File: config.mk
export PLATFORM = sky130hd
export DESIGN_NAME = psch_ram
export DESIGN_NICKNAME = d
export VERILOG_FILES = /design/src/rtl/psch_ram.sv
export SDC_FILE = /design/constraint.sdc
export NUM_CORES = 1
export LEC_CHECK = 0
export ABC_AREA = 1
export BUFFER_PORTS_ARGS = -buffer_cell sky130_fd_sc_hd__buf_2
export CAP_MARGIN = 20
export CORE_ASPECT_RATIO = 0.8
export CORE_MARGIN = 1
export CORE_UTILIZATION = 58
export CTS_CLUSTER_SIZE = 24
export DETAILED_ROUTE_END_ITERATION = 8
export PLACE_DENSITY = 0.7
export SYNTH_ARGS = -nofsm -noshare
export SYNTH_HDL_FRONTEND = slang
export SYNTH_SLANG_ARGS = --single-unit
File: constraint.sdc
create_clock -name clk -period 4.25 [get_ports clk]
set_input_delay 0.6375 -clock clk [delete_from_list [all_inputs] [get_ports clk]]
set_output_delay 0.6375 -clock clk [all_outputs]
set_load 0.05 [all_outputs]
File: src/rtl/psch_ram.sv
// Generic single write port, single read port RAM with registered read.
// No dependencies.
`default_nettype none

module psch_ram #(
  parameter int WIDTH = 8,
  parameter int DEPTH = 64
) (
  input  wire logic                     clk,
  input  wire logic                     we,
  input  wire logic [$clog2(DEPTH)-1:0] waddr,
  input  wire logic [WIDTH-1:0]         wdata,
  input  wire logic [$clog2(DEPTH)-1:0] raddr,
  output logic      [WIDTH-1:0]         rdata
);

  logic [WIDTH-1:0] mem [DEPTH];

  always_ff @(posedge clk) begin
    if (we) begin
      mem[waddr] <= wdata;
    end
    rdata <= mem[raddr];
  end

endmodule

`default_nettype wire

# Yosys cells after proc, flatten, opt, wreduce, memory -nomap -nowiden
# Memory sizes are Yosys's and may differ from the RTL's. A register that Yosys moved wholly into a read port is not among the register bits.
# Cells that the tools add are included.
# Widths: inputs -> output; s select.
[word_totals]
n_memories = 1
ff_bits = 0
ram_bits = 512
in_bits = 22
[memory_table]
columns = ["memory", "words", "word_bits", "read_ports", "rd_clocked_by_memory_dff", "write_ports", "line_no", "source"]
rows = [
  ["mem", 64, 8, 1, 1, 1, "17", "logic [WIDTH-1:0] mem [DEPTH];"],
]
[op_classes]
mux = 2
[op_table]
columns = ["operator", "n"]
rows = [
  ["$mux 1", 2],
]

# Logic depth before layout (Yosys ltp)
# Gate-level depths: netlist of run 1.
[depth]
word_depth = 2
depth_mapped = 12

# Least setup slack after synthesis of run 1
# OpenSTA, ideal clock, no wires.
[synth_path]
path_kind = "input -> register"
from = "input port we"
to = "memory mem[48][0], enable pin"
arrival_time_ns = 2.009
path_stages = 3
path_slack_ns = 1.846
path_cell_list = "clkbuf_1 nand4_1 nor4_1"
[synth_between]
elab_chain_len = 2
[synth_lines]
columns = ["element", "line_no", "source"]
rows = [
  ["start: declaration", "10", "input wire logic we,"],
  ["$mux 1", "20", "if (we) begin"],
  ["$mux 1 (implied by the code)", "21", "mem[waddr] <= wdata;"],
  ["end: declaration", "17", ""],
]
# Every way passes these cells.

# Worst setup path in the final report of run 1
[layout_path]
from = "input port waddr[1]"
to = "memory mem[5][6], enable pin"
[layout_lines]
columns = ["element", "line_no", "source"]
rows = [
  ["start: declaration", "11", "input wire logic [$clog2(DEPTH)-1:0] waddr,"],
]
# Straight into the memory's write port.

==> results of run 1 <==
==> layer usage <==
| layer | GRT usage [%] | vias up | part of all wire [%] |
|---|---|---|---|
| li1 | - | 6350 | - |
| met1 | 39.9 | 6721 | 41 |
| met5 | 0 | - | 0 |
| met4 | 8.60 | 0 | 2.5 |
| met3 | 7.44 | 101 | 11 |
| met2 | 41.5 | 815 | 45 |
==> cell type report <==
| cell class | count | share of cell area (%) |
|---|---|---|
| Inverter | 12 | 0.226 |
| Clock buffer | 66 | 5.92 |
| Multi-Input combinational cell | 1160 | 21.3 |
| Clock inverter | 27 | 1.22 |
| Tap cell | 480 | 2.58 |
| Timing Repair Buffer | 58 | 1.90 |
| Sequential cell | 520 | 66.9 |
==> state kept, by name, summed over array words and instances (netlist names) <==
name / flops
mem: 512
rdata: 8
==> final timing paths <==
| kind | to | slack, ns | cells after the start |
|---|---|---|---|
| max | mem[5][6] | 1.67 | 4 |
| min | rdata[4] | 0.42 | 3 |
| max reg2reg | rdata[1] | 2.73 | 8 |
| min reg2reg | rdata[5] | 0.84 | 8 |
==> tightest hold or removal path: stages <==
cell and delay (ns):
buf_2 0.17, nand3_1 0.10, nand2_1 0.04
==> cells in the mapped netlist (all sizes together) <==
| cell | count |
|---|---|
| buf | 98 |
| dfxtp | 8 |
| nor4 | 8 |
| clkbuf | 15 |
| nand4 | 9 |
| nand2 | 648 |
| inv | 12 |
| nand3 | 439 |
| edfxtp | 512 |
| nor2 | 56 |
==> cells by family after synthesis <==
family / Yosys count / share of synthesized area, %
flops: 520 / 72.8
buf+inv: 125 / 4.02
simple gates: 1160 / 23.2
==> report_power, final <==
group | total (mW) | switching [mW] | internal, mW | leakage (nW)
clock network | 4.49 | 1.85 | 2.64 | 0.813
registers | 5.69 | 0.0146 | 5.68 | 4.67
logic | 0.685 | 0.529 | 0.156 | 2.86
==> layout by cell type, fill, tap and decap left out, drive strengths merged <==
master,n
nand2,648
edfxtp,512
nand3,439
clkbuf,66
buf,58
nor2,56
clkinv,19
inv,13
nand4,9
nor4,8
dfxtp,8
bufinv,6
clkinvlp,1
==> metrics by stage <==
step                      std cells  util, %
after detailed placement       2229     59.8
after floorplan                1805        -
after CTS                      2322     64.4
final                          2323     64.4
after global routing           2323     64.4
after global placement         2229     59.8
==> run metrics, run 1 <==
worst r2r src=mem[23][1]; Tot Pwr=10.9 mW; routability cong.=approximately 0.86; FF+latch area=about 16,000 um^2; CP max stage cell=nor2_1; Die Ht=174 um; global-route wire length before repair=77.4 mm; placement-stage worst setup slack=around 1.2 ns; sequential share of the synthesized area=approximately 73%; Layout area overhead=8.88%; WS Path Type=in -> reg; DIE AREA=about 38,000 um^2; CP startpoint kind=input port; leakage power=about 8.4 nW; Post-DP HPWL=between 20 and 30 mm; area of the mapped netlist=21,300 um^2; initial antenna violation count=0; endpoints failing hold=0; Global Route Usage Sum=27.7%; Setup crit end kind=register; routed vias=~14,000; Multi-input gate area=roughly 4900 um^2; final non-filler cell area=between 20,000 and 25,000 um^2; delay-heaviest family, CP=simple AND/OR/NAND/NOR gates; FMAX=0.387 GHz; vias per cell=roughly 6; RSZ-0062 raised after global routing=false; CTS sink count=between 500 and 600; power per cell area=~470 nW/um^2; Avg Cell Area, Syn=between 10 and 15 um^2; CTS H-Tree Depth=2; fin crit share=around three fifths; Initial Utilization=59.2%; cell count after synthesis=roughly 1,800; TNS Setup=0 ns; Post-CTS Setup Inserts=0; Pins Over Slew Limit=0; maximum VDD drop=between 0.3 and 0.4 mV; area leader, netlist=edfxtp_1; Hold Crit Class=in -> reg; grt ovf=0; # setup viols final=0; nets@finish=between 1,500 and 2,000; layout cells sized above 1=7.16%; Die W=216 um; ANT cells=0; worst-path cell chain=buf_2 > inv_1 > nand4_1 > nor2_1; Arrival @ worst endpoint=about 2.8 ns; Ports=30; post-synth top area share=between 70% and 80%; outcome=complete, no violations; Final Skew=between 0.015 and 0.02 ns; Crit Path Max Fanout=9; CP startpoint=waddr[1]; Hold Buf Count CTS=0; DRT Pass-1 Iters=6; drt drc=0; post-detailed-route count of antenna-violating nets=0; clock root buffer=clkbuf_16; final wirelength=between 50 and 60 mm; Worst Path Buf+Inv=2; Area after DPL=around 22,000 um^2; clock tree buffer depth=3; CP max stage delay=approximately 0.98 ns; Iteration-0 DRC Markers=about 1,700; Row Count=62; Worst slew margin=a little over a quarter; Fillers=2,705; Hold Slack=approximately 0.42 ns; vias in the first global route=around 13,000; Tmin final=between 2 and 3 ns; Setup WS post-layout=between 1.5 and 2 ns; insertion delay to the later sink of the worst-skew pair=about 0.57 ns; post-CTS sizing=0; hold path startpoint=raddr[5]; Slew @ Worst Pin=between 1 and 1.5 ns; CTS tree=done; largest net degree at the start of global routing=around 170; synth top area cells=edfxtp_1, nand2_1, nand3_1; Clock Pin Slew Worst Setup and Hold Paths=about 0.060 ns; core area=36,100 um^2; #FFs+latches synth=520; count of cell types in the netlist=16; Worst Path Required=about 4.5 ns; post-DR wirelength/cell=22.2 um; MaxCap Viol Count=0; syn nets=between 1,500 and 2,000; CTS Buf Count=50; Yosys warnings=0; Port Buffers=29
No activity file was read; power rests on OpenSTA's default activity.
==> inputs of run 2 (changes only) <==
--- a/config.mk
+++ b/config.mk
@@ -10,10 +10,10 @@
 export CAP_MARGIN = 20
 export CORE_ASPECT_RATIO = 0.8
 export CORE_MARGIN = 1
-export CORE_UTILIZATION = 58
+export CORE_UTILIZATION = 57
 export CTS_CLUSTER_SIZE = 24
 export DETAILED_ROUTE_END_ITERATION = 8
-export PLACE_DENSITY = 0.7
+export PLACE_DENSITY = 0.72
 export SYNTH_ARGS = -nofsm -noshare
 export SYNTH_HDL_FRONTEND = slang
 export SYNTH_SLANG_ARGS = --single-unit
==> constraint.sdc (replaced) <==
create_clock -name clk -period 2.1 [get_ports clk]
set_input_delay 0.315 -clock clk [delete_from_list [all_inputs] [get_ports clk]]
set_output_delay 0.315 -clock clk [all_outputs]
set_load 0.05 [all_outputs]
==> run metrics, run 2 (synthesized netlist as in run 1, its figures left out) <==
Layout area overhead=12.5%; worst r2r src=mem[38][5]; worst-path cell chain=buf_2; CTS Buf Count=49; hold path startpoint=raddr[5]; nets@finish=roughly 1,900; core area=~36,000 um^2; Die Ht=~180 um; layout cells sized above 1=about 11%; r2r worst-path depth=8; Final Skew=approximately 0.025 ns; leakage power=~8.8 nW; endpoints failing hold=0; Ports=30; post-CTS sizing=0; vias per cell=about 6; outcome=complete, no violations; capturing point of the worst reg2reg path=rdata[5]; WS Path Type=reg -> out; Global Route Usage Sum=between 20 and 30%; drt drc=0; CP max stage delay=approximately 0.47 ns; FMAX=between 0.5 and 0.6 GHz; WHS Path Cells=3; Post-DP HPWL=roughly 31 mm; Worst Path Buf+Inv=1; maximum VDD drop=roughly 0.7 mV; hold endpoint=rdata[3]; post-route core utilization=about two thirds; Die W=218 um; CTS H-Tree Depth=2; Initial Utilization=58.7%; global-route wire length before repair=about 80 mm; Post-CTS Setup Inserts=0; Pins Over Slew Limit=0; Reg with most FFs=mem; Slew @ Worst Pin=0.834 ns; Psw=a little under 5 mW; CTS tree=done; DRT Pass-1 Iters=6; MaxCap Viol Count=0; fin crit share=between 80 and 90%; Arrival @ worst endpoint=1.37 ns; initial antenna violation count=0; Crit Path Max Fanout=1; clock tree buffer depth=3; DIE AREA=38,200 um^2; Port Buffers=29; final wirelength=~53 mm; Worst Path Required=about 1.8 ns; max reg flops=between 500 and 600; sw frac=a little under a quarter; routability cong.=~0.91; Hold Buf Count CTS=0; Clock Pin Slew Worst Setup and Hold Paths=about 0.06 ns; Hold Crit Class=in -> reg; CP max stage cell=dfxtp_1; CP startpoint kind=register; RSZ-0062 raised after global routing=false; vias in the first global route=13,500; Worst slew margin=between 40% and 50%; insertion delay to the later sink of the worst-skew pair=0.58 ns; CTS sink count=520; post-detailed-route count of antenna-violating nets=0; Hold Slack=between 0.1 and 0.15 ns; Row Count=slightly above 60; Setup crit end kind=output port; TNS Setup=0 ns; Clock power frac=~40%; Largest regs=mem: 512 flops, rdata: 8 flops; delay-heaviest family, CP=flip-flops; routed vias=between 10,000 and 15,000; Comb power frac=slightly below 7%; commonest non-fill, non-tap cells in the layout=nand2_1, edfxtp_1, nand3_1; Fillers=roughly 2,600; Internal=~17 mW; power per cell area=904 nW/um^2; R2R Setup Slk=roughly 0.75 ns; clock root buffer=clkbuf_16; # setup viols final=0; ANT cells=0; grt ovf=0; post-DR wirelength/cell=22.1 um; sequential share of power=53.2%; most common cell after layout, fill and taps aside=nand2_1; Tmin final=1.68 ns; largest net degree at the start of global routing=81; Iteration-0 DRC Markers=1,954
-- run 2: cell types whose count changed in the layout (fill, tap and decap cells not counted), moves of 5 or more --
cell,previous run,this run
buf_12,5,24
clkbuf_1,13,7
buf_4,24,90
clkinv_1,9,14
-- run 2: power by group through the flow --
stage / logic [mW] / clock network [mW] / registers, mW
after floorplan: 0.807 / 0 / 11.8
after global placement: 1.44 / 0 / 11.8
after detailed placement: 1.46 / 0 / 11.8
after CTS: 1.47 / 8.75 / 11.5
after global routing: 1.60 / 9.12 / 11.5
final: 1.48 / 8.68 / 11.5
-- run 2: worst max-delay path by stage --
stage	start	to	slack (ns)	cells past startpoint
after global routing	rdata[7]	rdata[7]	0.36	1
after CTS	rdata[5]	rdata[5]	0.40	1
after floorplan	we	mem[48][0]	0.02	3
final	rdata[7]	rdata[7]	0.42	1
after global placement	raddr[1]	rdata[5]	0.16	10
after detailed placement	raddr[1]	rdata[5]	0.17	10
-- run 2: area by class of cell --
cell class | instances | area, um^2 | area share, %
Clock inverter | 33 | 270 | 1.13
Clock buffer | 58 | 1300 | 5.42
Timing Repair Buffer | 142 | 1300 | 5.42
Tap cell | 480 | 601 | 2.50
Sequential cell | 520 | 15500 | 64.7
Inverter | 12 | 52.6 | 0.219
Multi-Input combinational cell | 1160 | 4950 | 20.6
-- run 2: per-layer routing --
metal / GRT usage (%) / vias up / wire length [um]
met5: 0 / - / 0
met4: 7.43 / 0 / 1210
met3: 6.56 / 105 / 6460
met2: 41.8 / 845 / 23800
met1: 42.6 / 6842 / 21700
li1: - / 6502 / -
-- run 2: metrics by stage --
step | cells | power [mW] | area, um^2 | worst slack [ns]
detailed placement | 2314 | 13.2 | 22400 | 0.166
global placement | 2314 | 13.2 | 22400 | 0.156
CTS | 2405 | 21.7 | 24000 | 0.404
floorplan | 1805 | 12.6 | 21300 | 0.0189
global route | 2405 | 22.3 | 24000 | 0.361
finish | 2405 | 21.7 | 24000 | 0.416
==> inputs of run 3 (changes only) <==
==> config.mk (replaced) <==
export PLATFORM = sky130hd
export DESIGN_NAME = psch_ram
export DESIGN_NICKNAME = d
export VERILOG_FILES = /design/src/rtl/psch_ram.sv
export SDC_FILE = /design/constraint.sdc
export NUM_CORES = 1
export LEC_CHECK = 0
export ABC_AREA = 0
export BUFFER_PORTS_ARGS = -buffer_cell sky130_fd_sc_hd__buf_2
export CAP_MARGIN = 20
export CORE_ASPECT_RATIO = 0.8
export CORE_MARGIN = 1
export CORE_UTILIZATION = 58
export CTS_CLUSTER_SIZE = 24
export DETAILED_ROUTE_END_ITERATION = 8
export PLACE_DENSITY = 0.7
export SYNTH_ARGS = -nofsm -noshare
export SYNTH_HDL_FRONTEND = slang
export SYNTH_SLANG_ARGS = --single-unit
==> constraint.sdc (replaced) <==
create_clock -name clk -period 1.55 [get_ports clk]
set_input_delay 0.2325 -clock clk [delete_from_list [all_inputs] [get_ports clk]]
set_output_delay 0.2325 -clock clk [all_outputs]
set_load 0.05 [all_outputs]
==> run metrics, run 3 <==
outcome=finished, violations left; failing checks=negative setup slack; synth top area cells=edfxtp_1, mux4_2, nor2_1; clock root buffer=clkbuf_16; post-detailed-route count of antenna-violating nets=0; Largest regs=mem: 512 flops, rdata: 8 flops; Tot Pwr=roughly 29 mW; Hold Crit Class=in -> reg; CTS tree=done; count of cell types in the netlist=40; nets@finish=approximately 1,200; Arrival @ worst endpoint=roughly 2.3 ns; Global Route Usage Sum=between 20% and 30%; grt ovf=0; Slew @ Worst Pin=between 1 and 1.5 ns; drt drc=0; Fillers=2,099; #FFs+latches synth=520; Clock Pin Slew Worst Setup and Hold Paths=~0.060 ns; Die Ht=between 150 and 200 um; Layout area overhead=19.6%; Primary FF master, synth=edfxtp_1; Iteration-0 DRC Markers=1,036; WL met2=20.4 mm; WL met3=around 4 mm; ANT cells=0; Initial Utilization=just under 60%; EDFF count, synth=around 510; Yosys warnings=0; commonest non-fill, non-tap cells in the layout=edfxtp_1, buf_4, mux4_2; cell count after synthesis=940; largest net degree at the start of global routing=between 60 and 70; Area after DPL=between 20,000 and 25,000 um^2; vias in the first global route=about 10,000; vias per cell=about 6.2; core area=33,900 um^2; Worst Path Buf+Inv=0; Setup crit end kind=register; hold path startpoint=wdata[2]; clock tree buffer depth=3; TNS Setup=-1.79 ns; # setup viols final=8; endpoints failing hold=0; top-count cell post-synth=edfxtp_1; post-synth top area share=76.2%; initial antenna violation count=0; Final Skew=around 0.017 ns; WHS Path Cells=1; sequential share of the synthesized area=77.0%; RSZ-0062 raised after global routing=true; Post-DP HPWL=a little under 30 mm; WS Path Type=reg -> reg; Worst Path Required=slightly below 2 ns; Crit Path Max Fanout=1; maximum VDD drop=about 0.95 mV; Hold Buf Count CTS=0; top cells by count, synth=edfxtp_1, mux4_2, nor2_1; CTS H-Tree Depth=2; DIE AREA=approximately 36,000 um^2; capturing point of the worst reg2reg path=rdata[0]; worst r2r src=mem[15][0]; Setup WS post-layout=-0.276 ns; power per cell area=1190 nW/um^2; delay-heaviest family, CP=multiplexers; Multi-input gate area=4590 um^2; FMAX=0.548 GHz; syn nets=slightly below 1,000; worst-path cell chain=mux4_2 > mux4_2 > nor2_1 > nor3_1 > o2bb2ai_1; Metal-1 WL=19.7 mm; Avg Cell Area, Syn=approximately 21 um^2; max reg flops=just over 500; Die W=roughly 210 um; most common cell after layout, fill and taps aside=edfxtp_1; max layer used=met4; CTS Buf Count=49; post-route core utilization=71.1%; fin crit share=118%; global-route wire length before repair=~66 mm; insertion delay to the later sink of the worst-skew pair=0.56 ns; CTS sink count=520; final non-filler cell area=24,100 um^2; CP max stage delay=about 0.50 ns; r2r worst-path depth=5; Crit path top cell by count=mux4_2; Reg with most FFs=mem; Pins Over Slew Limit=0; area of the mapped netlist=about 20,000 um^2; routability cong.=0.857; leakage power=a little under 8 nW; Ports=30; R2R Setup Slk=-0.28 ns; area leader, netlist=edfxtp_1; CP max stage cell=mux4_2; CP startpoint kind=register; layout cells sized above 1=between 30% and 40%; DRT Pass-1 Iters=5; Row Count=60; FF+latch area=15,500 um^2; Port Buffers=29; Tmin final=approximately 1.8 ns; post-DR wirelength/cell=27.2 um; final wirelength=between 40 and 50 mm; Synth async-reset ratio=0%; hold endpoint=mem[58][2]; MaxCap Viol Count=0; Worst slew margin=approximately 28%; routed vias=between 10,000 and 15,000
==> run 3: routing by layer <==
| metal | vias up | GRT usage, % |
|---|---|---|
| met1 | 5332 | 40.8 |
| met5 | - | 0 |
| li1 | 4331 | - |
| met4 | 0 | 5.99 |
| met2 | 416 | 38.7 |
| met3 | 65 | 5.68 |
==> run 3: area by class of cell <==
cell class / count / share of cell area [%]
sequential: 520 / 64.4
multi-input combinational: 369 / 19.0
timing repair buffer: 202 / 7.96
clock buffer: 65 / 5.41
tap: 465 / 2.41
clock inverter: 24 / 0.794
==> run 3: per-stage QoR <==
step           setup WS, ns  cells  hold slack (ns)
3_3_place_gp         -0.756   1555            0.714
5_1_grt              -0.321   1645           0.0511
6_report             -0.276   1645           0.0531
4_1_cts              -0.273   1645            0.151
2_1_floorplan        -0.231    940            0.331
3_5_place_dp         -0.789   1556            0.729
==> run 3: power breakdown <==
part           total, mW  internal [mW]  switching [mW]
logic               1.84          0.768            1.07
clock network       11.3           6.41            4.88
registers           15.6           15.6          0.0474
==> run 3: worst max-delay path by stage <==
stage                from  endpoint  slack [ns]  cells after the start
2_1_floorplan    raddr[0]  rdata[7]       -0.23                      7
3_3_place_gp     raddr[0]  rdata[6]       -0.76                      9
3_5_place_dp     raddr[0]  rdata[6]       -0.79                      9
4_1_cts        mem[15][0]  rdata[0]       -0.27                      5
5_1_grt        mem[15][0]  rdata[0]       -0.32                      5
6_report       mem[15][0]  rdata[0]       -0.28                      5
==> run 3: cell families after synthesis <==
kind of cell | synth area share [%]
DFF | 77.0
muxes | 15.9
and+or+nand+nor | 3.39
AOI/OAI and AO/OA | 2.07
buffers and inverters | 1.57
==> run 3: what timing repair did <==
item | in CTS | in global routing
resized for setup | 16 | 8
endpoints found under the setup margin | 8 | 8
setup buffers | 0 | 0
pin swaps | 4 | 1
