[config.mk]
export PLATFORM = sky130hd
export DESIGN_NAME = psch_vrt
export DESIGN_NICKNAME = d
export VERILOG_FILES = /design/src/rtl/psch_pkg.sv /design/src/rtl/psch_vrt.sv
export SDC_FILE = /design/constraint.sdc
export NUM_CORES = 1
export LEC_CHECK = 0
export BUFFER_PORTS_ARGS = -buffer_cell sky130_fd_sc_hd__buf_2
export CAP_MARGIN = 20
export CORE_MARGIN = 2
export CORE_UTILIZATION = 43
export DETAILED_ROUTE_END_ITERATION = 7
export GPL_TIMING_DRIVEN = 0
export MAX_ROUTING_LAYER = met4
export RECOVER_POWER = 100
export SLEW_MARGIN = 30
export SYNTH_ARGS = -nofsm -noshare
export SYNTH_HDL_FRONTEND = slang
export SYNTH_SLANG_ARGS = --single-unit
[constraint.sdc]
create_clock -name clk -period 7.6 [get_ports clk]
set_input_delay 1.52 -clock clk [delete_from_list [all_inputs] [get_ports clk]]
set_output_delay 1.52 -clock clk [all_outputs]
set_load 0.03 [all_outputs]
[src/rtl/psch_pkg.sv]
// Shared types, codes and helpers for the process table scheduler.
// No dependencies; all rtl files but psch_ram import this package.
`default_nettype none

package psch_pkg;

  // request opcodes
  localparam logic [3:0] OP_TICK   = 4'd0;
  localparam logic [3:0] OP_CREATE = 4'd1;
  localparam logic [3:0] OP_YIELD  = 4'd2;
  localparam logic [3:0] OP_SLEEP  = 4'd3;
  localparam logic [3:0] OP_WAKE   = 4'd4;
  localparam logic [3:0] OP_PICK   = 4'd5;
  localparam logic [3:0] OP_SETPRI = 4'd6;
  localparam logic [3:0] OP_FREE   = 4'd7;
  localparam logic [3:0] OP_STATS  = 4'd8;

  // response status
  localparam logic [1:0] STAT_OK       = 2'd0;
  localparam logic [1:0] STAT_BAD_PRIO = 2'd1;
  localparam logic [1:0] STAT_NO_RUN   = 2'd2;

  // slot states
  localparam logic [1:0] SS_UNUSED   = 2'd0;
  localparam logic [1:0] SS_SLEEPING = 2'd1;
  localparam logic [1:0] SS_RUNNABLE = 2'd2;
  localparam logic [1:0] SS_RUNNING  = 2'd3;

  // pick policies; any other code behaves as round robin
  localparam logic [1:0] POL_RR  = 2'd0;
  localparam logic [1:0] POL_ACC = 2'd1;
  localparam logic [1:0] POL_VRT = 2'd2;

  // configuration register indexes
  localparam logic CFG_POLICY = 1'b0;
  localparam logic CFG_STEP   = 1'b1;

  localparam logic [6:0] DECAY_RESET    = 7'd100;
  localparam logic [7:0] ACC_STEP_RESET = 8'd5;
  localparam logic [1:0] LVL_BAD        = 2'd3;

  typedef struct packed {
    logic [1:0]  state;
    logic [6:0]  decay;
    logic [31:0] acc;
    logic [31:0] run;
    logic [31:0] slp;
    logic [31:0] rdy;
    logic [31:0] last;
  } rec_t;

  localparam int REC_W = $bits(rec_t);

  localparam rec_t REC_RESET = '{state: SS_UNUSED, decay: DECAY_RESET, acc: 32'd0,
                                 run: 32'd0, slp: 32'd0, rdy: 32'd0, last: 32'd0};

  typedef struct packed {
    logic       done;
    logic [6:0] quo;
  } vrt_res_t;

  // 75 + 25 * level; level 3 gives 125 as level 2 does
  function automatic logic [6:0] decay_of(input logic [1:0] lvl);
    logic [6:0] d;
    case (lvl)
      2'd0:    d = 7'd75;
      2'd1:    d = 7'd100;
      default: d = 7'd125;
    endcase
    return d;
  endfunction

  // (decay - 75) / 25, clipped to 0..2
  function automatic logic [1:0] prio_of(input logic [6:0] d);
    logic [1:0] p;
    if (d < 7'd100)      p = 2'd0;
    else if (d < 7'd125) p = 2'd1;
    else                 p = 2'd2;
    return p;
  endfunction

endpackage

`default_nettype wire

[src/rtl/psch_vrt.sv]
// Virtual runtime unit: decay*run/(run+sleep+ready), 0 for a zero total.
// A multiply on start, then seven restoring divide steps. Uses psch_pkg.
`default_nettype none

module psch_vrt (
  input  wire logic                clk,
  input  wire logic                rst,
  input  wire logic                start,
  input  wire logic [6:0]          decay,
  input  wire logic [31:0]         run,
  input  wire logic [31:0]         slp,
  input  wire logic [31:0]         rdy,
  output psch_pkg::vrt_res_t       res
);
  import psch_pkg::*;

  logic        busy;
  logic        done;
  logic [2:0]  k;
  logic [39:0] rem;
  logic [39:0] dv;
  logic [6:0]  quo;
  logic        zero;
  logic [33:0] tot;

  assign tot = 34'(run) + 34'(slp) + 34'(rdy);

  always_ff @(posedge clk) begin
    if (rst) begin
      busy <= 1'b0;
      done <= 1'b0;
      k    <= 3'd0;
    end else begin
      done <= 1'b0;
      if (start) begin
        busy <= 1'b1;
        k    <= 3'd6;
      end else if (busy) begin
        if (k == 3'd0) begin
          busy <= 1'b0;
          done <= 1'b1;
        end else begin
          k <= k - 3'd1;
        end
      end
    end
  end

  // quotient never exceeds decay, so seven bits suffice
  always_ff @(posedge clk) begin
    if (start) begin
      rem  <= 40'(decay) * 40'(run);
      dv   <= {tot, 6'd0};
      zero <= (tot == 34'd0);
      quo  <= 7'd0;
    end else if (busy) begin
      if (rem >= dv) begin
        rem <= rem - dv;
        quo <= {quo[5:0], 1'b1};
      end else begin
        quo <= {quo[5:0], 1'b0};
      end
      dv <= dv >> 1;
    end
  end

  assign res.done = done;
  assign res.quo  = zero ? 7'd0 : quo;

endmodule

`default_nettype wire

# Word level (Yosys, flattened, before mapping)
# Cells that the tools add are included.
[classes]
add_sub_neg = 4
mul = 1
magnitude_cmp = 1
n_eq_ne = 1
n_mux = 14
n_bitwise = 2
n_reduce_logical = 10
[op_table]
columns = ["operator", "count"]
rows = [
  ["2-to-1 mux 39 bit", 3],
  ["2-to-1 mux 40 bit", 2],
  [">= comparator 40 bit", 1],
  ["subtractor 40 bit", 1],
  ["multiplier 7 x 32 -> 39 bit", 1],
  ["adder 33 x 32 -> 34 bit", 1],
  ["zero test 34 bit", 1],
  ["adder 32 x 32 -> 33 bit", 1],
  ["2-to-1 mux 3 bit", 3],
  ["AND reduction 2 bit", 4],
  ["2-to-1 mux 7 bit", 1],
  ["2-to-1 mux 1 bit", 5],
  ["nonzero test 2 bit", 2],
  ["zero test 3 bit", 1],
  ["OR reduction 3 bit", 1],
  ["subtractor 3 x 1 -> 3 bit, second input constant", 1],
  ["!= test 2 bit, second input constant", 1],
  ["inverter 1 bit", 2],
  ["OR reduction 2 bit", 1],
]
[totals]
register_bits = 93
inputBits = 106
out_inout_bits = 8
wordCells = 43

# Depth between registers and ports, before layout
# Gate-level depths: netlist of run 1.
[depth]
word_depth = 4
mapped_depth = 21

# Least setup slack after synthesis of run 1
# OpenSTA, ideal clock, no wires.
[synth_timing]
path_type = "input -> register"
from = "input decay[6]"
to = "register rem[34], data pin"
setup_time_ns = 0.273
t_arrival_ns = 6.139
slack_ns = 1.188
path_stages = 20
n_path_buf = 1
cell_sequence = "clkbuf_1 -> nand2_1 -> fa_1 -> fa_1 -> inv_1 -> fa_1 -> inv_1 -> fa_1 -> inv_1 -> ha_1 -> o21ai_0 -> o211ai_1 -> a41oi_1 -> a21oi_1 -> a31oi_1 -> o31a_1 -> o21a_1 -> o21bai_1 -> xnor2_1 -> mux2i_1"
[synth_via]
elab_chain_len = 2
[synth_rtl]
columns = ["item", "line_no", "source"]
rows = [
  ["start: declaration", "psch_vrt.sv:9", "input wire logic [6:0] decay,"],
  ["multiplier 7 x 32 -> 39 bit", "psch_vrt.sv:52", "rem <= 40'(decay) * 40'(run);"],
  ["2-to-1 mux 39 bit", "psch_vrt.sv:51", "if (start) begin"],
  ["end signal: assignment", "psch_vrt.sv:52", ""],
  ["end signal: assignment", "psch_vrt.sv:58", "rem <= rem - dv;"],
  ["end: declaration", "psch_vrt.sv:20", "logic [39:0] rem;"],
]
# Every way passes these cells.
# A chain may end at the register's enable or synchronous reset.

# Worst setup path in the final report of run 1
# Same ends and word-level chain as after synthesis.

==> results.toml, run 1 <==
[outcome]
status = "complete, but fails checks"
violations = "capacitance limit, slew limit"

[yosys]
synth_most_common_cell = "inv_1"
syn_nets = 2156
postSynth.asyncResetShare = 0
ys_top_cells_by_area = "fa_1 (24%), edfxtp_1 (14%), ha_1 (11%)"
syn_area_um2 = 15410
syn_area_per_cell_um2 = 8.874
yosys-top-cells-count = "inv_1 (212), fa_1 (183), and2_1 (179), nand2_1 (142), ha_1 (130)"
seq_area_frac_synth = 0.1688
ys_warn_count = 0
synth_edf_count = 74
ys.flop_type = "edfxtp_1"
yosysUniqueCellTypes = 81
synth.top_cell.area_share = 0.2377
synth_area_leader_cell = "fa_1"
ys_seq_elements = 93
synthCells = 1737

[sta]
rsz0062_at_grt = "false"
finalMaxSlewViolations = 38
max_freq_mhz = 137.3
period_share = 0.9582
fin_setup_tns_ns = 0
hold_violations = 0
fin_skew_ns = 0.009696
fin_crit_ns = 7.283
finalSetupViolCount = 0
maxSlewHeadroom = -0.4349
tightestPinTransition_ns = 2.152

[power_and_ir_drop]
p_leak_nw = 7.749
irDropWorstVdd_uv = 156.9
powerDensity_nw_per_um2 = 338.7

[critical_path]
critPathMaxFanout = 10
r2r_start = "dv[15]$_DFFE_PP_"
path_class = "input pin to flop"
path_cells = "buf_2 -> clkbuf_1 -> nand2_1 -> fa_1 -> fa_1 -> inv_1 -> fa_1 -> inv_1 -> fa_1 -> inv_1 -> ha_1 -> o21ai_0 -> o211ai_1 -> a41oi_1 -> a21oi_1 -> a31oi_1 -> o31a_1 -> o21a_1 -> o21bai_1 -> xnor2_1 -> mux2i_1"
r2r_cells = 12
crit_slowest_cell = "fa_1"
arrival_ns = 7.36
max_stage_delay_ns = 0.55
cp-start-kind = "input pin"
regToRegEndpoint = "rem[0]$_DFFE_PP_"
required_ns = 7.68
timing.critical_path.mode_cell = "fa_1"
rrSetupSlack_ns = 2.71
critPathCaptureType = "flop"

[global_route]
overflow = 0
antenna_found_initial = 0
grt_max_degree = 38
grt_pass1_wl_um = 68110
track_usage = 0.2361
first_global_vias = 12630

[worst_hold_path]
hp-class = "flop to flop"
min_from = "rem[39]$_SDFFE_PP0P_"
hold_depth = 2
whs_endpoint = "rem[39]$_SDFFE_PP0P_"

[final_layout]
drive_above_1_share = 0.07441
syn_to_final_growth_pct = 8.930
num_antenna_cells = 0
nFillCells = 3556
nNetsFinal = 2282
final_util = 0.4743

[floorplan]
num_rows = 69
chipHeight_um = 193.3
io_pins = 114
die_width_um = 193.3
die-area_um2 = 37380
initial_utilization = 0.4355
core_um2 = 35400

[placement]
port_buffers = 113
hpwl_um = 35750
routabilityCongestion = 0.8731

[clocking]
clk_pin_slew_ns = 0.07
clockBufferDepth = 2
cts_sinks = 93
cts_root_buffer = "clkbuf_16"
post_cts_buffers = 0
ctsHtreeMaxLevel = 3
tritoncts = "done"
clk_latency_ns = 0.36
cts_inserted_buffers = 9

[flow_run]
maxCapViolations = 1

[route]
dr.pass1.iters = 5
drt_iter0_drc = 822
route.detailed.drc = 0
wire_per_inst_um = 18.32
drt-total-wl_um = 42660
vias_per_cell = 5.396
antenna_left = 0
num_vias = 12570
## report_power, final
group          leakage (nW)  total (W)  internal (W)  switching, W
clock                 0.126   0.000421      0.000221      0.000200
sequential            0.907   0.000878      0.000813     0.0000648
combinational          6.72    0.00439       0.00176       0.00263
## cells in the final DEF (no fill, tap or decap), types with 17 or more instances in the layout
cell,n
nand2b_1,17
xnor2_1,56
edfxtp_1,74
ha_1,130
and2_1,172
nor2_1,89
a21oi_1,113
mux2i_1,19
clkbuf_1,70
a21o_1,58
nand4_1,21
dfxtp_1,19
buf_2,103
o21ai_0,82
xor2_1,35
inv_1,212
fa_1,183
a22o_1,24
nand2_1,142
nand3_1,22
nor2b_1,18
## flip-flops by register name, indices dropped and copies added (netlist names)
name and count:
dv 40, rem 40, quo 7, k 3
busy 1, done 1, zero 1
## stage by stage
| stage | power (W) | hold slack [ns] | std cells | worst slack [ns] | cell area (um^2) |
|---|---|---|---|---|---|
| 3_5_place_dp | 0.005224 | 0.4729 | 2312 | -0.08086 | 16590 |
| 3_3_place_gp | 0.005192 | 0.4628 | 2311 | -0.09269 | 16560 |
| 4_1_cts | 0.005679 | 0.4897 | 2328 | 0.2852 | 16860 |
| 6_report | 0.005687 | 0.4863 | 2329 | 0.3174 | 16790 |
| 5_1_grt | 0.006270 | 0.5037 | 2329 | 0.002378 | 16790 |
| 2_1_floorplan | 0.004137 | 0.4478 | 1737 | 1.188 | 15410 |
## cell type report
type / count / area (um^2) / area share
plain buffers: 61 / 242.7 / 0.01446
clock buffers: 10 / 229.0 / 0.01364
clock inverters: 6 / 37.54 / 0.002236
inverters: 213 / 799.5 / 0.04762
multi-input cells: 1370 / 11740 / 0.6994
flip-flops and latches: 93 / 2603 / 0.1550
well taps: 461 / 576.8 / 0.03435
repair buffers: 115 / 559.3 / 0.03331
## layer usage
metal | GRT usage | part of all wire | up-vias
li1 | - | - | 6147
met1 | 0.3206 | 0.47 | 6100
met2 | 0.3790 | 0.47 | 274
met3 | 0.01970 | 0.039 | 47
met4 | 0.06814 | 0.023 | 0
met5 | - | 0 | -
## worst max-delay path: cells and delay by family
| kind | cells | cell delay (ns) |
|---|---|---|
| fa+ha+maj | 5 | 2.48 |
| compound gates | 8 | 1.92 |
| buf+inv | 5 | 0.82 |
| xor+xnor | 1 | 0.31 |
| simple gates | 1 | 0.17 |
| mux | 1 | 0.13 |
## worst max-delay path by stage
stage                              to      from  depth (start not counted)  slack (ns)
floorplan           rem[34]$_DFFE_PP_  decay[6]                         20        1.19
global placement    rem[38]$_DFFE_PP_  decay[5]                         21       -0.09
detailed placement  rem[38]$_DFFE_PP_  decay[5]                         21       -0.08
CTS                 rem[38]$_DFFE_PP_  decay[5]                         21        0.29
global route        rem[38]$_DFFE_PP_  decay[6]                         21       0.002
finish              rem[34]$_DFFE_PP_  decay[6]                         21        0.32
## logic make-up (layout without fill, tap and decap cells)
family / Yosys count / in the layout / share of synthesized area
mux: 20 / 20 / 0.01307
xor+xnor: 91 / 91 / 0.05171
flops: 93 / 93 / 0.1688
simple gates: 543 / 543 / 0.1832
buf+inv: 274 / 405 / 0.06754
compound gates: 403 / 403 / 0.1724
fa+ha+maj: 313 / 313 / 0.3432
## timing repair
item	4_1_cts	5_1_grt
hold buffers	0	0
hold endpoints to repair	0	0
setup endpoints to repair	0	2
resized for setup	0	2
Note: power is estimated with default switching activity, not from simulation.
==> run 2, diff against run 1 <==
Settings changed: ABC_AREA from default to 1.
==> results.toml, run 2 <==
[sta]
max_freq_mhz = 147.9
maxSlewHeadroom = -0.7390
hold_ws_ns = 0.4823
finalMaxSlewViolations = 84
finalSetupViolCount = 0
fin_setup_tns_ns = 0
tightestPinTransition_ns = 2.608
fin_skew_ns = 0.01105
period_share = 0.8894
hold_violations = 0
rsz0062_at_grt = "false"
fin_crit_ns = 6.760

[global_route]
first_global_vias = 16610
grt_max_degree = 44
grt_pass1_wl_um = 91310
antenna_found_initial = 2
overflow = 0
track_usage = 0.2978

[yosys]
ys_top_cells_by_area = "fa_1 (21%), nand2_1 (17%), edfxtp_1 (13%)"
synthCells = 2550
ys.flop_type = "edfxtp_1"
ys_warn_count = 0
ys_seq_elements = 93
synth_most_common_cell = "nand2_1"
synth_edf_count = 74
seq_area_frac_synth = 0.1526
postSynth.asyncResetShare = 0
yosysUniqueCellTypes = 47
syn_area_per_cell_um2 = 6.689
yosys-top-cells-count = "nand2_1 (754), inv_1 (576), nor2_1 (201), fa_1 (183), a21oi_1 (139)"
synth.top_cell.area_share = 0.2148
syn_nets = 2969
syn_area_um2 = 17060
synth_area_leader_cell = "fa_1"

[critical_path]
max_stage_delay_ns = 0.63
path_class = "input pin to flop"
path_cells = "clkbuf_1 -> clkbuf_1 -> nand2_1 -> inv_1 -> fa_1 -> fa_1 -> fa_1 -> inv_1 -> fa_1 -> inv_1 -> ha_1 -> nand2_1 -> nor2_1 -> inv_1 -> o21ai_0 -> nor2_1 -> o21ai_0 -> nand4_1 -> nand2_1 -> nand2_1 -> nand3_1 -> nand2_1"
critPathCaptureType = "flop"
path_delay_family = "adder cells"
critPathBufInv = 6
critPathMaxFanout = 10
timing.critical_path.mode_cell = "nand2_1"
arrival_ns = 6.87
cp-start-kind = "input pin"
required_ns = 7.71
crit_slowest_cell = "clkbuf_1"

[clocking]
cts_sinks = 93
ctsHtreeMaxLevel = 3
post_cts_buffers = 0
clk_latency_ns = 0.36
clockBufferDepth = 2
tritoncts = "done"
cts-resized-gates = 0
cts_root_buffer = "clkbuf_16"
cts_inserted_buffers = 9
clk_pin_slew_ns = 0.07
postCtsHoldBufs = 0

[route]
route.detailed.drc = 0
wire_per_inst_um = 18.37
num_vias = 16630
antenna_left = 0
drt-total-wl_um = 58750
drt_iter0_drc = 1158
dr.pass1.iters = 6
vias_per_cell = 5.201

[worst_hold_path]
hp-class = "flop to flop"

[placement]
routabilityCongestion = 0.9733
dp.cells = 3180
port_buffers = 112
hpwl_um = 50010
place_area_um2 = 18280

[power_and_ir_drop]
irDropWorstVdd_uv = 123.0
swShare = 0.5690
p_int_w = 0.002619
powerDensity_nw_per_um2 = 327.3
netSwitchingPower_w = 0.003457
p_leak_nw = 10.33
seqPwrFrac = 0.137
clkPwrFrac = 0.089
combinationalPowerShare = 0.774

[final_layout]
drive_above_1_share = 0.05788
nNetsFinal = 3092
final_common_cell = "nand2_1"
top_regs = "dv: 40 flops, rem: 40 flops, quo: 7 flops"
layout.cells.non_filler = 3198
syn_to_final_growth_pct = 8.824
fin_area_um2 = 18560
layout_common_cells = "nand2_1 (759), inv_1 (576), nor2_1 (202)"

[outcome]
violations = "capacitance limit, slew limit"
status = "complete, but fails checks"

[flow_run]
maxCapViolations = 2

[floorplan]
io_pins = 114
core_um2 = 38920
chipHeight_um = 203.2
initial_utilization = 0.4383
num_rows = 72
die-area_um2 = 41280
die_width_um = 203.2
## run 2: cell count changes after synthesis, sizes merged, moves of 27 or more
cell / change
and2: -175
nand2: +627
xnor2: -48
xor2: -27
inv: +368
o21ai: +61
nor2: +122
a21o: -51
nand3: +66
## run 2: kinds of logic (layout without fill, tap and decap cells)
kind of cell               count (synthesis)  after routing  synth area share
other                                      0              2                 0
DFF                                       93             93            0.1526
muxes                                      1              1         0.0006601
buffers and inverters                    622            750            0.1371
xor gates and xnor gates                  16             16          0.008216
adders and majority gates                313            313            0.3101
and+or+nand+nor                         1146           1146            0.2750
AOI/OAI and AO/OA                        359            359            0.1163
## run 2: worst paths after layout
path	from	end	slack (ns)	cells past startpoint
worst max-delay path	decay[6]	rem[34]$_DFFE_PP_	0.84	22
worst max register to register	rem[0]$_DFFE_PP_	rem[38]$_DFFE_PP_	3.59	10
worst min-delay path	rem[39]$_SDFFE_PP0P_	rem[39]$_SDFFE_PP0P_	0.48	2
worst min register to register	rem[39]$_SDFFE_PP0P_	rem[39]$_SDFFE_PP0P_	0.48	2
## run 2: power groups by stage
stage	Combinational, W	Clock [W]	Sequential, W
2_1_floorplan	0.00325	0	0.000826
3_3_place_gp	0.00460	0	0.000839
3_5_place_dp	0.00462	0	0.000841
4_1_cts	0.00466	0.000547	0.000830
5_1_grt	0.00529	0.000565	0.000847
6_report	0.00470	0.000543	0.000833
## run 2: metal layers
layer  part of all wire  GRT usage  wire length [um]
met1               0.46     0.3975             26930
met2               0.46     0.4888             27020
met4              0.032    0.09124              1898
met3              0.049    0.01806              2906
met5                  0          -                 0
## run 2: final cells by class
cell class | instances | area, um^2
Sequential cell | 93 | 2603
Timing Repair Buffer | 112 | 544.3
Fill cell | 4120 | 20350
Buffer | 41 | 157.7
Clock buffer | 10 | 229.0
Tap cell | 518 | 648.1
Clock inverter | 6 | 116.4
Antenna cell | 2 | 5.005
Multi-Input combinational cell | 1835 | 12080
Inverter | 581 | 2181
## run 2: worst min-delay path, stage by stage (launching register included)
cell and delay, ns:
dfxtp_1 0.32, nand2_1 0.06, a21oi_1 0.05
## run 2: through the flow
step	setup slack [ns]	util	power [W]
global route	0.4230	0.4770	0.006707
global placement	0.7282	0.4694	0.005437
CTS	1.077	0.4785	0.006033
floorplan	1.903	-	0.004072
finish	0.8403	0.4770	0.006075
detailed placement	0.7079	0.4697	0.005466
==> run 3, diff against run 2 <==
Settings changed: RECOVER_POWER 100 to 50.
==> results.toml, run 3 (synthesized netlist as in run 2, its figures left out) <==
[outcome]
status = "complete, but fails checks"
violations = "capacitance limit, slew limit"

[critical_path]
cp-start-kind = "input pin"
r2r_start = "rem[0]$_DFFE_PP_"
arrival_ns = 6.69
crit_slowest_cell = "o21ai_0"
path_cells = "buf_2 -> clkbuf_1 -> nand2_1 -> inv_1 -> fa_1 -> fa_1 -> fa_1 -> inv_1 -> fa_1 -> inv_1 -> ha_1 -> a21oi_1 -> o21a_1 -> nor2_1 -> nor2_1 -> nand3_1 -> nand2_1 -> nand2_1 -> o21ai_0 -> nand2_1"
critPathMaxFanout = 10
critPathCaptureType = "flop"
startpoint = "decay[4]"
path_delay_family = "adder cells"
max_stage_delay_ns = 0.65
critPathBufInv = 5
required_ns = 7.68
path_class = "input pin to flop"

[sta]
finalSetupViolCount = 0
period_share = 0.8706
fin_crit_ns = 6.616
tightestPinTransition_ns = 2.580
maxSlewHeadroom = -0.7197
max_freq_mhz = 151.1
finalMaxSlewViolations = 44
fin_setup_tns_ns = 0
rsz0062_at_grt = "false"
fin_skew_ns = 0.01089
hold_violations = 0
fin_ws_ns = 0.9836

[clocking]
clk_pin_slew_ns = 0.07
tritoncts = "done"
clockBufferDepth = 2
cts-resized-gates = 0
cts_inserted_buffers = 9
clk_latency_ns = 0.36
cts_sinks = 93
postCtsHoldBufs = 0
ctsHtreeMaxLevel = 3
post_cts_buffers = 0
cts_root_buffer = "clkbuf_16"

[power_and_ir_drop]
irDropWorstVdd_uv = 123.8
powerDensity_nw_per_um2 = 327.8
p_leak_nw = 10.34
finalPower_w = 0.006092

[global_route]
track_usage = 0.2978
overflow = 0
antenna_found_initial = 2
grt_max_degree = 44
grt_pass1_wl_um = 91310
first_global_vias = 16610

[floorplan]
die-area_um2 = 41280
io_pins = 114
core_um2 = 38920
chipHeight_um = 203.2
die_width_um = 203.2
initial_utilization = 0.4383
num_rows = 72

[final_layout]
syn_to_final_growth_pct = 8.956
final_util = 0.4776
fin_area_um2 = 18590
top_regs = "dv: 40 flops, rem: 40 flops, quo: 7 flops"
nNetsFinal = 3092
drive_above_1_share = 0.06012
final_common_cell = "nand2_1"
layout_common_cells = "nand2_1 (758), inv_1 (576), nor2_1 (202)"

[route]
drt-total-wl_um = 58800
drt_iter0_drc = 1157
num_vias = 16550
wire_per_inst_um = 18.39
vias_per_cell = 5.175
antenna_left = 0
dr.pass1.iters = 5
route.detailed.drc = 0

[worst_hold_path]
min_from = "rem[39]$_SDFFE_PP0P_"
hp-class = "flop to flop"

[placement]
post-place-ws_ns = 0.7079
routabilityCongestion = 0.9733
port_buffers = 112
place_area_um2 = 18280
hpwl_um = 50010

[flow_run]
maxCapViolations = 1
## run 3: changes by cell type in the layout (fill, tap and decap cells not counted), sizes merged
cell | previous run | this run
buf | 101 | 103
clkbuf | 62 | 60
## run 3: cell type report
type / count / area [um^2]
multi-input combinational: 1835 / 12100
clock buffer: 10 / 229.0
sequential: 93 / 2603
buffer: 41 / 157.7
clock inverter: 6 / 116.4
timing repair buffer: 112 / 546.8
tap: 518 / 648.1
inverter: 581 / 2181
fill: 4117 / 20330
antenna: 2 / 5.005
## run 3: power breakdown
group / total, W / leakage [nW] / internal, W / switching (W)
clock: 0.000542 / 0.168 / 0.000325 / 0.000217
combinational: 0.00472 / 9.26 / 0.00151 / 0.00320
sequential: 0.000831 / 0.909 / 0.000783 / 0.0000479
total: 0.00609 / 10.3 / 0.00262 / 0.00347
## run 3: worst paths after layout
path | end | slack [ns] | cells past startpoint
min reg2reg | rem[39]$_SDFFE_PP0P_ | 0.49 | 2
min | rem[39]$_SDFFE_PP0P_ | 0.49 | 2
max | rem[38]$_DFFE_PP_ | 0.98 | 20
max reg2reg | rem[38]$_DFFE_PP_ | 4.52 | 10
## run 3: worst register-to-register path, cell delays in order, from the launching register on
cell,delay (ns)
edfxtp_1,0.32
inv_1,0.04
ha_1,0.27
fa_1,0.44
o21ai_2,0.31
nand2_1,0.09
nand2_1,0.24
nand4_1,0.15
nand4_1,0.15
nand2_1,0.17
nand2_4,0.50
## run 3: stage by stage
stage | hold WS (ns) | cells
after floorplan | 0.4483 | 2550
after global placement | 0.4700 | 3180
after detailed placement | 0.4676 | 3180
after CTS | 0.4820 | 3196
after global routing | 0.5093 | 3198
final | 0.4856 | 3198
## run 3: per-layer routing
layer  GRT usage  part of all wire  vias to the layer above
li1            -                 -                     8121
met1      0.3975              0.46                     7842
met2      0.4888              0.46                      496
met3     0.01806             0.048                       92
met4     0.09124             0.031                        0
met5           -                 0                        -
